--- src/csh_pkg.sv ---
// shared constants for the cyclic shift hopping index block
// no dependencies; imported by cyclic_shift_hopping_index, csh_gold and the bench
package csh_pkg;

  localparam int unsigned SymbolsPerSlotDef = 14;
  localparam int unsigned BitsPerShift      = 8;
  localparam int unsigned GoldWarmup        = 1600;
  localparam int unsigned ShiftModulus      = 12;
  localparam int unsigned GroupCount        = 30;
  localparam int unsigned MaxNumerology     = 4;
  localparam int unsigned BaseSlots         = 10;
  localparam int unsigned MaxSlots          = BaseSlots << MaxNumerology;

  localparam int unsigned GoldLen    = 31;
  localparam int unsigned SlotW      = 16;
  localparam int unsigned SymW       = 4;
  localparam int unsigned ShiftW     = 4;
  localparam int unsigned IdentityW  = 10;
  localparam int unsigned NumerW     = 3;
  localparam int unsigned HopW       = 2;
  localparam int unsigned CfgIdxW    = 2;
  localparam int unsigned CfgDataW   = 10;
  localparam int unsigned SlotRemW   = $clog2(MaxSlots + 1);
  localparam int unsigned AlphaNumW  = $clog2(2 * 15 + 255 + 1);
  localparam int unsigned GroupW     = 5;

  // configuration register indexes
  localparam logic [CfgIdxW-1:0] CFG_IDENTITY   = 2'd0;
  localparam logic [CfgIdxW-1:0] CFG_NUMEROLOGY = 2'd1;
  localparam logic [CfgIdxW-1:0] CFG_HOPPING    = 2'd2;

  // hopping mode codes
  localparam logic [HopW-1:0] HOP_NEITHER = 2'd0;

  // status codes
  localparam logic STATUS_OK    = 1'b0;
  localparam logic STATUS_NOSUP = 1'b1;

endpackage

--- src/cyclic_shift_hopping_index.sv ---
// Cyclic-shift hopping index for one uplink control symbol. One word is worked on at a time:
// the slot number is reduced first, then the gold sequence generator steps one bit
// per cycle through 1600 warm-up bits plus 8*(SYMBOLS_PER_SLOT*n_slot + l + l') position
// bits and eight result bits, then a reduction modulo twelve follows. A finished result
// waits in the output register and a new word is taken once the block is idle again.
// Depends on csh_pkg, csh_mod and csh_gold.
module cyclic_shift_hopping_index import csh_pkg::*; #(
  parameter int unsigned SYMBOLS_PER_SLOT = SymbolsPerSlotDef
) (
  input  logic                 clk_i,
  input  logic                 rst_ni,
  input  logic                 cfg_we_i,
  input  logic [CfgIdxW-1:0]   cfg_idx_i,
  input  logic [CfgDataW-1:0]  cfg_data_i,
  input  logic                 in_valid_i,
  output logic                 in_stall_o,
  input  logic [SlotW-1:0]     slot_number_i,
  input  logic [SymW-1:0]      symbol_offset_i,
  input  logic [SymW-1:0]      start_symbol_i,
  input  logic [ShiftW-1:0]    initial_shift_i,
  input  logic [ShiftW-1:0]    shift_offset_i,
  output logic                 out_valid_o,
  input  logic                 out_stall_i,
  output logic [ShiftW-1:0]    alpha_index_o,
  output logic [GroupW-1:0]    group_number_o,
  output logic                 base_sequence_number_o,
  output logic                 status_o
);

  localparam int unsigned MaxSym = SYMBOLS_PER_SLOT * (MaxSlots - 1) + 2 * 15;
  localparam int unsigned TotW   = $clog2(GoldWarmup + BitsPerShift * MaxSym + 1);
  localparam int unsigned ModW   = $clog2(ShiftModulus + 1);

  localparam logic [2:0] ST_IDLE  = 3'd0;
  localparam logic [2:0] ST_MOD   = 3'd1;
  localparam logic [2:0] ST_POS   = 3'd2;
  localparam logic [2:0] ST_GOLD  = 3'd3;
  localparam logic [2:0] ST_ALPHA = 3'd4;
  localparam logic [2:0] ST_OUT   = 3'd5;

  logic [2:0]           state_q, state_d;
  logic [IdentityW-1:0] ident_q;
  logic [NumerW-1:0]    numer_q;
  logic [HopW-1:0]      hop_q;

  logic [SymW-1:0]      sym_l_q, sym_lp_q;
  logic [ShiftW-1:0]    m0_q, mcs_q;
  logic [SlotRemW-1:0]  nslot_q;
  logic [GroupW-1:0]    grp_rem_q;

  logic                 out_valid_q;
  logic [ShiftW-1:0]    alpha_q;
  logic [GroupW-1:0]    group_q;
  logic                 status_q;

  logic                 in_take, out_free;
  logic [NumerW-1:0]    mu;
  logic [SlotRemW-1:0]  slots;
  logic [TotW-1:0]      skip;
  logic [AlphaNumW-1:0] alpha_num;

  logic                 slot_done, grp_done, gold_done, alpha_done;
  logic [SlotRemW-1:0]  slot_rem;
  logic [GroupW-1:0]    grp_rem;
  logic [ModW-1:0]      alpha_rem;
  logic [BitsPerShift-1:0] gold_bits;
  logic                 ok;

  assign in_stall_o = state_q != ST_IDLE;
  assign in_take    = in_valid_i && !in_stall_o;
  assign out_free   = !out_valid_q || !out_stall_i;

  assign mu    = (numer_q > NumerW'(MaxNumerology)) ? NumerW'(MaxNumerology) : numer_q;
  assign slots = SlotRemW'(SlotRemW'(BaseSlots) << mu);

  // bit position of the first shift bit, plus the warm-up
  assign skip = TotW'(GoldWarmup)
              + ((TotW'(SYMBOLS_PER_SLOT) * TotW'(nslot_q)
                  + TotW'(sym_l_q) + TotW'(sym_lp_q)) << $clog2(BitsPerShift));

  assign alpha_num = AlphaNumW'(m0_q) + AlphaNumW'(mcs_q) + AlphaNumW'(gold_bits);
  assign ok        = hop_q == HOP_NEITHER;

  csh_mod #(.NUM_W(SlotW), .DIV_W(SlotRemW)) u_slot_mod (
    .clk_i   (clk_i),
    .rst_ni  (rst_ni),
    .start_i (in_take),
    .num_i   (slot_number_i),
    .div_i   (slots),
    .done_o  (slot_done),
    .rem_o   (slot_rem)
  );

  csh_mod #(.NUM_W(IdentityW), .DIV_W(GroupW)) u_grp_mod (
    .clk_i   (clk_i),
    .rst_ni  (rst_ni),
    .start_i (in_take),
    .num_i   (ident_q),
    .div_i   (GroupW'(GroupCount)),
    .done_o  (grp_done),
    .rem_o   (grp_rem)
  );

  csh_gold #(.TOT_W(TotW)) u_gold (
    .clk_i   (clk_i),
    .rst_ni  (rst_ni),
    .start_i (state_q == ST_POS),
    .seed_i  (ident_q),
    .skip_i  (skip),
    .done_o  (gold_done),
    .bits_o  (gold_bits)
  );

  csh_mod #(.NUM_W(AlphaNumW), .DIV_W(ModW)) u_alpha_mod (
    .clk_i   (clk_i),
    .rst_ni  (rst_ni),
    .start_i (state_q == ST_GOLD && gold_done),
    .num_i   (alpha_num),
    .div_i   (ModW'(ShiftModulus)),
    .done_o  (alpha_done),
    .rem_o   (alpha_rem)
  );

  always_comb begin
    state_d = state_q;
    case (state_q)
      ST_IDLE: begin
        if (in_take) state_d = ST_MOD;
      end
      // group reduction is shorter, it is done by the time the slot is
      ST_MOD: begin
        if (slot_done) state_d = ST_POS;
      end
      ST_POS: begin
        state_d = ST_GOLD;
      end
      ST_GOLD: begin
        if (gold_done) state_d = ST_ALPHA;
      end
      ST_ALPHA: begin
        if (alpha_done) state_d = ST_OUT;
      end
      ST_OUT: begin
        if (out_free) state_d = ST_IDLE;
      end
      default: state_d = ST_IDLE;
    endcase
  end

  always_ff @(posedge clk_i or negedge rst_ni) begin
    if (!rst_ni) begin
      state_q     <= ST_IDLE;
      ident_q     <= '0;
      numer_q     <= '0;
      hop_q       <= '0;
      out_valid_q <= 1'b0;
    end else begin
      state_q <= state_d;
      if (cfg_we_i) begin
        case (cfg_idx_i)
          CFG_IDENTITY:   ident_q <= cfg_data_i[IdentityW-1:0];
          CFG_NUMEROLOGY: numer_q <= cfg_data_i[NumerW-1:0];
          CFG_HOPPING:    hop_q   <= cfg_data_i[HopW-1:0];
          default: ;
        endcase
      end
      if (state_q == ST_OUT && out_free) begin
        out_valid_q <= 1'b1;
      end else if (!out_stall_i) begin
        out_valid_q <= 1'b0;
      end
    end
  end

  always_ff @(posedge clk_i) begin
    if (in_take) begin
      sym_l_q  <= symbol_offset_i;
      sym_lp_q <= start_symbol_i;
      m0_q     <= initial_shift_i;
      mcs_q    <= shift_offset_i;
    end
    if (state_q == ST_MOD && slot_done) begin
      nslot_q <= slot_rem;
    end
    if (grp_done) begin
      grp_rem_q <= grp_rem;
    end
    if (state_q == ST_OUT && out_free) begin
      alpha_q  <= ShiftW'(alpha_rem);
      group_q  <= ok ? grp_rem_q : '0;
      status_q <= ok ? STATUS_OK : STATUS_NOSUP;
    end
  end

  assign out_valid_o            = out_valid_q;
  assign alpha_index_o          = alpha_q;
  assign group_number_o         = group_q;
  assign base_sequence_number_o = 1'b0;
  assign status_o               = status_q;

endmodule

--- src/csh_mod.sv ---
// bit-serial restoring remainder unit, one numerator bit per cycle
// depends on nothing; used by the top level for the slot, group and alpha reductions
module csh_mod #(
  parameter int unsigned NUM_W = 16,
  parameter int unsigned DIV_W = 8
) (
  input  logic             clk_i,
  input  logic             rst_ni,
  input  logic             start_i,
  input  logic [NUM_W-1:0] num_i,
  input  logic [DIV_W-1:0] div_i,
  output logic             done_o,
  output logic [DIV_W-1:0] rem_o
);

  localparam int unsigned CntW = $clog2(NUM_W + 1);

  logic             busy_q, busy_d;
  logic             done_q, done_d;
  logic [CntW-1:0]  cnt_q, cnt_d;
  logic [NUM_W-1:0] num_q, num_d;
  logic [DIV_W-1:0] rem_q, rem_d;
  logic [DIV_W:0]   trial;
  logic             ge;
  logic             last;

  assign trial = {rem_q, num_q[NUM_W-1]};
  assign ge    = trial >= {1'b0, div_i};
  assign last  = cnt_q == CntW'(NUM_W - 1);

  always_comb begin
    busy_d = busy_q;
    done_d = 1'b0;
    cnt_d  = cnt_q;
    num_d  = num_q;
    rem_d  = rem_q;
    if (start_i) begin
      busy_d = 1'b1;
      cnt_d  = '0;
      num_d  = num_i;
      rem_d  = '0;
    end else if (busy_q) begin
      // shift the next numerator bit in, subtract where it fits
      rem_d = ge ? DIV_W'(trial - {1'b0, div_i}) : trial[DIV_W-1:0];
      num_d = {num_q[NUM_W-2:0], 1'b0};
      cnt_d = cnt_q + CntW'(1);
      if (last) begin
        busy_d = 1'b0;
        done_d = 1'b1;
      end
    end
  end

  always_ff @(posedge clk_i or negedge rst_ni) begin
    if (!rst_ni) begin
      busy_q <= 1'b0;
      done_q <= 1'b0;
      cnt_q  <= '0;
    end else begin
      busy_q <= busy_d;
      done_q <= done_d;
      cnt_q  <= cnt_d;
    end
  end

  always_ff @(posedge clk_i) begin
    num_q <= num_d;
    rem_q <= rem_d;
  end

  assign done_o = done_q;
  assign rem_o  = rem_q;

endmodule

--- src/csh_gold.sv ---
// serial length-31 gold sequence generator, one sequence bit per cycle
// depends on csh_pkg; skips a given number of bits, then packs the next eight lsb first
module csh_gold import csh_pkg::*; #(
  parameter int unsigned TOT_W = 15
) (
  input  logic                    clk_i,
  input  logic                    rst_ni,
  input  logic                    start_i,
  input  logic [IdentityW-1:0]    seed_i,
  input  logic [TOT_W-1:0]        skip_i,
  output logic                    done_o,
  output logic [BitsPerShift-1:0] bits_o
);

  localparam int unsigned BitCntW = $clog2(BitsPerShift);

  logic                    busy_q, busy_d;
  logic                    done_q, done_d;
  logic [TOT_W-1:0]        skip_q, skip_d;
  logic [BitCntW-1:0]      bcnt_q, bcnt_d;
  logic [GoldLen-1:0]      x1_q, x1_d;
  logic [GoldLen-1:0]      x2_q, x2_d;
  logic [BitsPerShift-1:0] bits_q, bits_d;
  logic                    f1, f2;

  assign f1 = x1_q[3] ^ x1_q[0];
  assign f2 = x2_q[3] ^ x2_q[2] ^ x2_q[1] ^ x2_q[0];

  always_comb begin
    busy_d = busy_q;
    done_d = 1'b0;
    skip_d = skip_q;
    bcnt_d = bcnt_q;
    x1_d   = x1_q;
    x2_d   = x2_q;
    bits_d = bits_q;
    if (start_i) begin
      busy_d = 1'b1;
      skip_d = skip_i;
      bcnt_d = '0;
      x1_d   = GoldLen'(1);
      x2_d   = GoldLen'(seed_i);
    end else if (busy_q) begin
      x1_d = {f1, x1_q[GoldLen-1:1]};
      x2_d = {f2, x2_q[GoldLen-1:1]};
      if (skip_q != '0) begin
        skip_d = skip_q - TOT_W'(1);
      end else begin
        bits_d = {x1_q[0] ^ x2_q[0], bits_q[BitsPerShift-1:1]};
        bcnt_d = bcnt_q + BitCntW'(1);
        if (bcnt_q == BitCntW'(BitsPerShift - 1)) begin
          busy_d = 1'b0;
          done_d = 1'b1;
        end
      end
    end
  end

  always_ff @(posedge clk_i or negedge rst_ni) begin
    if (!rst_ni) begin
      busy_q <= 1'b0;
      done_q <= 1'b0;
      skip_q <= '0;
      bcnt_q <= '0;
    end else begin
      busy_q <= busy_d;
      done_q <= done_d;
      skip_q <= skip_d;
      bcnt_q <= bcnt_d;
    end
  end

  always_ff @(posedge clk_i) begin
    x1_q   <= x1_d;
    x2_q   <= x2_d;
    bits_q <= bits_d;
  end

  assign done_o = done_q;
  assign bits_o = bits_q;

endmodule

--- config.mk ---
export PLATFORM = sky130hd
export DESIGN_NAME = cyclic_shift_hopping_index
export DESIGN_NICKNAME = d
export VERILOG_FILES = /design/src/csh_pkg.sv /design/src/cyclic_shift_hopping_index.sv /design/src/csh_mod.sv /design/src/csh_gold.sv
export SDC_FILE = /design/constraint.sdc
export NUM_CORES = 1
export LEC_CHECK = 0
export BUFFER_PORTS_ARGS = -buffer_cell sky130_fd_sc_hd__buf_2
export CORE_ASPECT_RATIO = 0.6
export CORE_MARGIN = 2
export CORE_UTILIZATION = 65
export DETAILED_ROUTE_END_ITERATION = 6
export PLACE_DENSITY = 0.84
export SETUP_SLACK_MARGIN = 0.5
export SYNTH_ARGS = -nofsm -noshare
export SYNTH_HDL_FRONTEND = slang
export SYNTH_SLANG_ARGS = --single-unit
--- constraint.sdc ---
create_clock -name clk_i -period 6.3 [get_ports clk_i]
set_input_delay 1.26 -clock clk_i [delete_from_list [all_inputs] [get_ports clk_i]]
set_output_delay 1.26 -clock clk_i [all_outputs]
set_load 0.03 [all_outputs]
==> reports/metrics.csv <==
metric,value,unit
die_h,102.3,µm
worst_ir_drop_vdd,0.0003119,V
gp_congestion,0.8583,
rows,35,
cts_made_buffers,20,
die-area,17170,µm²
leakagePower,5.321,nW
layout_worst_path_cycle_share,0.6693,
holdWs,0.4605,ns
average_size_of_a_mapped_cell,10.87,µm²
cts_tree,done,
yosys-mux-area-fraction,0.08021,
synthArstFlopShare,0.2648,
critPathMaxFanout,5,
finalWirelength,20180,µm
finalSetupTns,0,ns
area_grow_syn2layout,10.32,%
rsz_0062_raised_after_global_routing,false,
post_synth_xor_area_fraction,0.04602,
num_io_pins,62,
timing.critical_path.from_type,register,
final_antenna_net_count,0,
path_delay_family,adder cells,
clk_latency,0.50,ns
yosys.cell_types.count,68,
clkSlewWorstSetupHoldPaths,0.07,ns
tritoncts_num_sinks,219,
critPathCaptureType,register,
crit_chain,fa_1 > ha_1 > fa_1 > ha_1 > a211oi_1 > o21bai_1 > o21a_1 > ha_1 > a221o_1 > a21oi_1 > o31ai_1 > or3_1 > o211ai_1,
maximum_number_of_pins_on_one_net_before_global_route_repair,64,
dp_hpwl,13370,µm
globalRouteTotalUtil,0.2437,
timing.setup.critical_path_class,register to register,
dr_total_vias,6968,
nets,1120,
hold_path_class,register to register,
postSynthRegisterBits,219,
dominant_combinational_cell_family_by_area_after_synthesis,simple AND/OR/NAND/NOR gates,
mappedNetlistNets,1068,
grt_pass1_vias,6755,
number_of_enable_flip_flop_cells_after_synthesis,92,
cts.root.buffer_cell,sky130_fd_sc_hd__clkbuf_16,
post-route-drc-count,0,
route.detailed.vias_per_inst,5.656,
clock_skew,0.02083,ns
drt_iter0_markers,486,
critical_path.max_stage_delay,0.51,ns
cts_hold_buf,0,
globalRouteOverflowTotal,0,
run_status,finished clean,
critPathArrivalTime,4.62,ns
cp_num_buf_inv,0,
powerDensity,384.5,nW/µm²
synth-compound-area-share,0.07590,
detailedRoute.firstPassIterationCount,6,
antenna_violations_before_repair,0,
simple_gate_fraction_of_synth_area,0.1534,
initial_core_util,0.6733,
post_cts_resize_count,0,
synth_adder_area_share,0.07913,
wire_per_inst,16.38,µm
max_clock_freq,237.1,MHz
number_of_buffers_inserted_by_port_buffering,60,
final_period_minus_worst_setup_slack,4.217,ns
synthesis.instances,963,
worst_pin_slew,1.122,ns
fraction_of_the_yosys_area_taken_by_sequential_cells,0.5345,
setup_viol,0,
report.final.hold_viol_count,0,
postCtsSetupBuffers,0,
critPathRequiredTime,6.70,ns
core,15550,µm²
num_antenna_cells,0,
maxSlewViolCount,0,
ys_dominant_reg_cell,sky130_fd_sc_hd__edfxtp_1,
slowest_cell_on_the_critical_path,sky130_fd_sc_hd__fa_1,
synth-warning-count,0,
die_w,167.8,µm
syn_std_cell_area,10470,µm²
ctsLongestPathBuffers,3,
final_layout_size_suffix_gt1_frac,0.1283,
slew_headroom,0.2518,
crit_top_cell,sky130_fd_sc_hd__ha_1,
timing.max_cap.violations,0,
grt_pass1_wl,33370,µm
clock_tree.htree_level_count,1,
[per-stage QoR]
| stage | util | instances | worst slack [ns] | instance area, µm² | total power, mW |
|---|---|---|---|---|---|
| global route | 0.7428 | 1232 | 1.872 | 11550 | 4.698 |
| global placement | 0.7024 | 1196 | 2.246 | 10920 | 3.198 |
| floorplan | - | 963 | 2.515 | 10470 | 2.985 |
| CTS | 0.7428 | 1232 | 2.116 | 11550 | 4.443 |
| finish | 0.7428 | 1232 | 2.083 | 11550 | 4.440 |
| detailed placement | 0.7024 | 1196 | 2.107 | 10920 | 3.256 |
[cell type report]
class / count / area, µm²
Timing Repair Buffer: 69 / 367.9
Clock inverter: 9 / 81.33
Clock buffer: 27 / 546.8
Sequential cell: 219 / 5597
Multi-Input combinational cell: 666 / 4554
Fill cell: 1060 / 3999
Tap cell: 203 / 254.0
Inverter: 39 / 146.4
[path summary, 6_finish.rpt]
check	startpoint	end	slack, ns	cells after the start
worst max register to register	nslot_q[0]$_DFFE_PP_	u_gold.skip_q[14]$_DFFE_PN0P_	2.08	13
worst max-delay path	nslot_q[0]$_DFFE_PP_	u_gold.skip_q[14]$_DFFE_PN0P_	2.08	13
min in group asynchronous	rst_ni	u_gold.skip_q[5]$_DFFE_PN0P_	0.94	2
max in group asynchronous	rst_ni	u_gold.busy_q$_DFF_PN0_	4.80	2
worst min register to register	u_gold.bits_o[4]$_DFFE_PP_	u_gold.bits_o[3]$_DFFE_PP_	0.46	0
worst min-delay path	u_gold.bits_o[4]$_DFFE_PP_	u_gold.bits_o[3]$_DFFE_PP_	0.46	0
[metal layers]
metal	vias up	GRT usage	routed length, µm
met5	-	0	0
met4	0	0.05552	301
met3	28	0.04144	1115
met2	190	0.3849	8821
met1	3299	0.3597	9943
li1	3451	-	-
[cell families (layout without fill, tap and decap cells)]
family,Yosys count,after routing
and+or+nand+nor,358,358
DFF,219,219
AOI/OAI and AO/OA,114,114
muxes,82,82
buffers and inverters,78,144
adders and majority gates,56,56
xor gates and xnor gates,55,55
other,1,1
[placed cells by master, fill, tap and decap left out, types with 3 or more instances in the layout]
master | Yosys | final
sky130_fd_sc_hd__o21a_1 | 4 | 4
sky130_fd_sc_hd__nand4_1 | 6 | 6
sky130_fd_sc_hd__o21bai_1 | 3 | 3
sky130_fd_sc_hd__or3_1 | 5 | 5
sky130_fd_sc_hd__clkbuf_16 | 0 | 20
sky130_fd_sc_hd__a21o_1 | 8 | 8
sky130_fd_sc_hd__ha_1 | 39 | 39
sky130_fd_sc_hd__o2111ai_1 | 3 | 3
sky130_fd_sc_hd__dfrtp_1 | 58 | 57
sky130_fd_sc_hd__mux2i_1 | 67 | 67
sky130_fd_sc_hd__nand3_1 | 12 | 12
sky130_fd_sc_hd__buf_2 | 1 | 60
sky130_fd_sc_hd__o211ai_1 | 5 | 5
sky130_fd_sc_hd__clkinv_2 | 0 | 7
sky130_fd_sc_hd__a21oi_1 | 18 | 18
sky130_fd_sc_hd__buf_4 | 2 | 9
sky130_fd_sc_hd__inv_1 | 38 | 38
sky130_fd_sc_hd__a22oi_1 | 3 | 3
sky130_fd_sc_hd__or4_4 | 3 | 3
sky130_fd_sc_hd__xor2_1 | 27 | 27
sky130_fd_sc_hd__nand2b_1 | 12 | 12
sky130_fd_sc_hd__and2_1 | 9 | 8
sky130_fd_sc_hd__clkbuf_1 | 25 | 5
sky130_fd_sc_hd__nor2b_1 | 7 | 7
sky130_fd_sc_hd__a211oi_1 | 16 | 16
sky130_fd_sc_hd__fa_1 | 17 | 17
sky130_fd_sc_hd__o21ai_0 | 28 | 28
sky130_fd_sc_hd__edfxtp_1 | 92 | 92
sky130_fd_sc_hd__nand3b_1 | 4 | 4
sky130_fd_sc_hd__nor2_1 | 115 | 115
sky130_fd_sc_hd__dfxtp_1 | 69 | 69
sky130_fd_sc_hd__nor4_1 | 4 | 4
sky130_fd_sc_hd__nor3_1 | 10 | 10
sky130_fd_sc_hd__nor3b_1 | 3 | 3
sky130_fd_sc_hd__and3_1 | 7 | 7
sky130_fd_sc_hd__mux2_2 | 15 | 15
sky130_fd_sc_hd__xnor2_1 | 28 | 28
sky130_fd_sc_hd__nand2_1 | 150 | 150
[synth_stat cells (all sizes together) (2+ instances only)]
cell type  instances  area share
o2111ai            3      0.0025
dfrtp             58        0.14
a21o               8      0.0057
clkbuf            26       0.010
nor3              10      0.0048
and2               9      0.0054
ha                39       0.047
xor2              27       0.023
nand3             12      0.0057
nand4              6      0.0036
nand3b             4      0.0029
a2111oi            2      0.0017
nor4b              2      0.0017
nor2b              7      0.0042
nor2             115       0.041
nand2            151       0.054
o31ai              2      0.0027
o221ai             2      0.0017
buf               13      0.0062
a22oi              3      0.0022
xnor2             28       0.023
o21bai             3      0.0022
a41oi              2      0.0017
a221oi             2      0.0017
or3                6      0.0041
o21a               4      0.0029
fa                17       0.033
inv               39       0.014
or4                4      0.0041
mux2              15       0.016
nor3b              3      0.0022
a221o              2      0.0019
o211ai             5      0.0036
a211oi            16       0.011
o21ai             30       0.014
a211o              2      0.0017
mux2i             67       0.064
nand2b            12      0.0072
edfxtp            92        0.26
dfxtp             69        0.13
nor4               6      0.0048
a21oi             19      0.0094
and3               7      0.0042
nand4b             2      0.0017
[power by group]
part           internal [mW]  switching [mW]
clock network          0.656           0.517
logic                  0.509           0.597
registers               1.88           0.284
total                   3.04            1.40
[flip-flops by register name, indices dropped and copies added (netlist names), 5 cells and up]
name / count
u_slot_mod.cnt_q: 5
u_grp_mod.num_q: 10
group_number_o: 5
u_gold.bits_o: 8
grp_rem_q: 5
u_gold.x2_q: 31
u_slot_mod.rem_o: 8
u_gold.x1_q: 31
u_gold.skip_q: 15
u_grp_mod.rem_o: 5
u_alpha_mod.num_q: 9
u_slot_mod.num_q: 16
nslot_q: 8
ident_q: 10
Power figures use the tool's default switching activity.
